`src/rtl/aat_pkg.sv`:
```
// ----------------------------------------------------------------------------
// Aging address table package
// Shared widths, codes, state encoding and the control word of the match unit.
// ----------------------------------------------------------------------------
package aat_pkg;

   // Parameter defaults.
   localparam int ENTRIES_DEF  = 64;
   localparam int KEY_BITS_DEF = 64;

   // Fixed field widths of the request and response beats.
   localparam int REQ_TYPE_W = 2;
   localparam int ENTRY_W    = 6;
   localparam int KEY_IN_W   = 64;
   localparam int TIME_W     = 32;
   localparam int COUNT_W    = 7;

   localparam logic [TIME_W-1:0] AGE_LIMIT_RST = 32'd60;

   typedef enum logic [REQ_TYPE_W-1:0] {
      REQ_LOOKUP  = 2'd0,
      REQ_WRITE   = 2'd1,
      REQ_REFRESH = 2'd2,
      REQ_SWEEP   = 2'd3
   } aat_req_type;

   typedef enum logic {
      MAP_GATEWAY = 1'b0,
      MAP_BEACON  = 1'b1
   } aat_map_type;

   typedef enum logic {
      CMP_KEY = 1'b0,
      CMP_AGE = 1'b1
   } aat_cmp_op_type;

   // Control word of the shared match unit.
   typedef struct packed {
      aat_cmp_op_type op;
      aat_map_type    map;
   } aat_cmp_ctl_type;

   typedef enum logic [2:0] {
      ST_CLEAR = 3'd0,
      ST_IDLE  = 3'd1,
      ST_SCAN  = 3'd2,
      ST_STAMP = 3'd3,
      ST_RESP  = 3'd4
   } aat_state_type;

endpackage

```
`src/rtl/aat_match_unit.sv`:
```
// ----------------------------------------------------------------------------
// Aging address table match unit
// Judges one slot per cycle: key equality for searches, age test for sweeps.
// ----------------------------------------------------------------------------
module aat_match_unit #(
   parameter int KEY_BITS = aat_pkg::KEY_BITS_DEF
) (
   input  aat_pkg::aat_cmp_ctl_type          ctl,
   input  logic                              slot_valid,
   input  logic [KEY_BITS-1:0]               net_key,
   input  logic [KEY_BITS-1:0]               uuid_key,
   input  logic [KEY_BITS-1:0]               search_key,
   input  logic [aat_pkg::TIME_W-1:0]        now,
   input  logic [aat_pkg::TIME_W-1:0]        stamp,
   input  logic [aat_pkg::TIME_W-1:0]        limit,
   output logic                              match
);
   import aat_pkg::*;

   logic [KEY_BITS-1:0] key_sel;
   logic [TIME_W-1:0]   age;

   assign key_sel = (ctl.map == MAP_BEACON) ? uuid_key : net_key;
   // The age wraps modulo 2^32, so a plain subtract does it.
   assign age     = now - stamp;

   always_comb begin
      unique case (ctl.op)
         CMP_KEY: begin
            match = slot_valid && (key_sel == search_key);
         end
         CMP_AGE: begin
            match = slot_valid && (age > limit);
         end
         default: begin
            match = 1'b0;
         end
      endcase
   end

endmodule

```
`config.mk`:
```
export PLATFORM = sky130hd
export DESIGN_NAME = aat_match_unit
export DESIGN_NICKNAME = d
export VERILOG_FILES = /design/src/rtl/aat_pkg.sv /design/src/rtl/aat_match_unit.sv
export SDC_FILE = /design/constraint.sdc
export NUM_CORES = 1
export LEC_CHECK = 0
export ABC_CLOCK_PERIOD_IN_PS = 9950
export BUFFER_PORTS_ARGS = -buffer_cell sky130_fd_sc_hd__buf_2
export CORE_AREA = 3 3 112 114
export DETAILED_ROUTE_END_ITERATION = 8
export DIE_AREA = 0 0 115 117
export PLACE_DENSITY_LB_ADDON = 0.2
export SYNTH_ARGS = -nofsm -noshare
export SYNTH_HDL_FRONTEND = slang
export SYNTH_SLANG_ARGS = --single-unit
```
`constraint.sdc`:
```
create_clock -name vclk -period 9.95
set_clock_uncertainty 0.2 [all_clocks]
set_input_delay 1.99 -clock vclk [all_inputs]
set_output_delay 1.99 -clock vclk [all_outputs]
set_load 0.02 [all_outputs]
```
; ---- Word-level counts from Yosys, hierarchy flattened
; Cells that the tools add are included.
[word_totals]
n_memories = 0
latchBits = 0
output_inout_bits = 1
word_cells = 8
input_bits = 291
register_bits = 0
mem_bits_rw = 0
rom_bits = 0
[classes]
n_reduce_logical = 2
mul = 0
muxes = 2
div = 0
n_lt_le_gt_ge = 1
n_addsub = 1
bitwise = 1
shift = 0
eq_ne = 1
[ops]
columns = cell, n
row1 = equality test 64 bit, 1
row2 = two-way mux 64 bit, 1
row3 = > comparator 32 bit, 1
row4 = subtractor 32 bit, 1
row5 = logical AND 1 bit, 2
row6 = one-hot mux 1 bit (2 select lines), 1
row7 = NOT 1 bit, 1

; ---- Depth between registers and ports, before layout
[logic_depth]
ltp_word = 4
mapped_depth = 19
ltp_nobuf = 19

; ---- Worst setup path before layout
; OpenSTA, ideal clock, no wires.
[synth_path]
path_kind = input-to-output
startpoint = input now[0] (netlist name)
endpoint = output match
required_time_ns = 7.760
t_arrival_ns = 5.414
path_slack_ns = 2.346
n_path_buf = 0
cell_stages = 19
path_cell_list = inv_1 ha_1 inv_1 fa_1 a21o_1 a21oi_2 o21a_1 o21ai_0 a21oi_2 nor3_1 a311o_1 ha_1 a21o_1 a21o_1 a21oi_1 o22ai_1 or4b_1 nor3_1 o21ai_0
[synth_via]
elab_chain_cells = 4
[synth_lines]
columns = element, line
row1 = "start, declared", aat_match_unit.sv:13  ; input logic [aat_pkg::TIME_W-1:0] now,
row2 = subtractor 32 bit, aat_match_unit.sv:25  ; assign age = now - stamp;
row3 = > comparator 32 bit, aat_match_unit.sv:33  ; match = slot_valid && (age > limit);
row4 = logical AND 1 bit, aat_match_unit.sv:33
row5 = one-hot mux 1 bit (2 select lines), aat_match_unit.sv:28  ; unique case (ctl.op)
row6 = "end, declared", aat_match_unit.sv:16  ; output logic match
; No other way between the ends.

; ---- Worst setup path in the final report
; Ends and elaborated chain as after synthesis.

==> metrics.cfg <==
[run_status]
status = complete, no violations

[sta]
rsz0062_at_grt = no
drv_slew = 0
fin_setup_tns_ns = 0
min_period_ns = 8.15
fmax_mhz = 123
relSlewSlack = 0.317
hold_slack_ns = 4.19
hold_viol = 0
fin_crit_sh = 0.819
setup_viol = 0
worstMarginPinSlew_ns = 1.02

[detailed_routing]
wirelength_um = 15700
wl_per_cell_um = 16.1
avgViaCountPerCell = 5.17
detail-route-antenna-nets = 0
vias = 5026
firstDrtPassIters = 4
drt_first_iter_violations = 148
drcViolationCount = 0

[layout]
drive_gt1_frac = 0.365
n_fill_cell = 1167
final_nets = 1184
seq_cells = 0
area_growth_pct = 37.9
final_cell_mix = 291 x buf_2, 71 x inv_1, 65 x mux2i_1
clock_buffers = 0
seqCellArea_sq_um = 0
layout_commonest_cell = buf_2

[floorplan]
dieArea_sq_um = 13500
core-area_sq_um = 11500
num_rows = 39
start_util = 0.358
die_w_um = 115
die_y_um = 117
io_pins = 292

[cts]
cts_resized = 0
ctsHoldBuffers = 0
cts_setup_buffers = 0

[worst_setup_path]
critPathLaunchType = input pin
path_buf_inv = 4
cpPeakStageDelay_ns = 0.52
slowest_stage = or4b_1
cp_common_cell = a21o_1
critical-path-top-delay-family = compound AO/OA/AOI/OAI gates
end_kind = primary output
path_class = in2out
crit_path_max_fanout = 6
crit_chain = buf_2 -> inv_1 -> ha_1 -> inv_1 -> fa_1 -> a21o_1 -> a21oi_2 -> o21a_1 -> o21ai_0 -> a21oi_2 -> nor3_1 -> a311o_1 -> ha_1 -> a21o_1 -> a21o_1 -> a21oi_1 -> o22ai_1 -> or4b_1 -> nor3_1 -> o21ai_0 -> buf_2
worstPathArrival_ns = 5.96
crit_required_ns = 7.76

[power_and_ir_drop]
pwr-share-clk = 0
pwr_density_cell_nw_per_um2 = 55.5
p_int_mw = 0.158
swShare = 0.499
seqPwrFrac = 0
irDropWorstVdd_mv = 0.0263
p_leak_nw = 3.30
power_frac_comb = 1.000
power.switching_mw = 0.158

[global_routing]
globalRoute.totalOverflow = 0
grt_usage = 0.211
grt_pass1_vias = 4997
grt_pass1_wl_um = 23100
grt_max_degree = 65
antenna_found_initial = 6

[logic_synthesis]
avgSynthCellArea_sq_um = 7.47
synth_top_area_share = 0.191
synth_mux_area_frac = 0.158
synth-adder-area-share = 0.196
mappedNetlistArea_sq_um = 4120
seq_area_frac_synth = 0
synth_xor_area_frac = 0.189
synthCells = 552
yosysTopAreaCell = ha_1
yosys_warnings = 0
synth_top_family_by_area = compound AO/OA/AOI/OAI gates
synthSimpleGateAreaFrac = 0.150
syn-num-nets = 907
synth_area_leaders = ha_1 19%, mux2i_1 16%, xor2_1 11%, xnor2_1 7.4%, inv_1 6.5%
ys_types = 54
synth_compound_gate_area_share = 0.222

[job]
cap_viol_max_count = 0

[worst_hold_path]
hp-class = in2out

[place]
hpwlAfterDp_um = 14300
gp_congestion = 0.914
placement.io_buffers = 292

-- per-stage QoR --
| stage | setup slack, ns | util | area, sq um | std cells | total power, mW |
|---|---|---|---|---|---|
| after CTS | 1.75 | 0.493 | 5680 | 970 | 0.318 |
| after detailed placement | 1.76 | 0.493 | 5680 | 970 | 0.316 |
| after global routing | 1.54 | 0.494 | 5690 | 973 | 0.357 |
| after global placement | 1.91 | 0.493 | 5680 | 970 | 0.306 |
| after floorplan | 2.35 | - | 4120 | 552 | 0.210 |
| final | 1.80 | 0.494 | 5690 | 973 | 0.316 |
-- path summary, 6_finish.rpt --
kind	from	end	depth (start not counted)
max	now[0]	match	21
min	slot_valid	match	4
-- power groups by stage --
stage,clock network [mW],registers (mW),logic (mW)
finish,0.0000000404,0,0.316
global route,0.0000000404,0,0.357
CTS,0,0,0.318
detailed placement,0,0,0.316
global placement,0,0,0.306
floorplan,0,0,0.210
-- synth_stat cells (all sizes together) (2+ instances only) --
cell	count
inv	71
mux2i	65
ha	63
xor2	54
a21oi	36
xnor2	35
a21o	30
nand4	22
o21ai	21
nand2	18
nor2	18
nand3	10
clkbuf	9
nor3	9
nor4	9
buf	8
a211oi	7
o21a	7
nor2b	5
or3	5
o21bai	4
a31oi	3
and3	3
o2111ai	3
o211ai	3
a2111oi	2
a211o	2
a21boi	2
a311o	2
and2	2
and4	2
nand2b	2
nand3b	2
nand4b	2
nor3b	2
o31ai	2
or2	2
-- routing by layer --
metal / track usage / part of all wire / up-vias
li1: - / - / 2549
met1: 0.240 / 0.38 / 2265
met2: 0.409 / 0.52 / 170
met3: 0.0370 / 0.072 / 36
met4: 0.0454 / 0.025 / 6
met5: 0 / 0.0015 / -
-- cell type report --
class | instances | area, sq um | share of cell area
Multi-Input combinational cell | 464 | 3770 | 0.663
Tap cell | 143 | 179 | 0.0315
Timing Repair Buffer | 292 | 1460 | 0.257
Antenna cell | 3 | 7.51 | 0.00132
Inverter | 71 | 267 | 0.0469
-- cells by family (layout without fill, tap and decap cells) --
| logic type | count (synthesis) | in the layout |
|---|---|---|
| AOI/OAI and AO/OA | 132 | 132 |
| and+or+nand+nor | 114 | 114 |
| xor gates and xnor gates | 89 | 89 |
| buffers and inverters | 88 | 363 |
| muxes | 65 | 65 |
| adders and majority gates | 64 | 64 |
| other | 0 | 3 |
(Power assumes the default switching activity.)
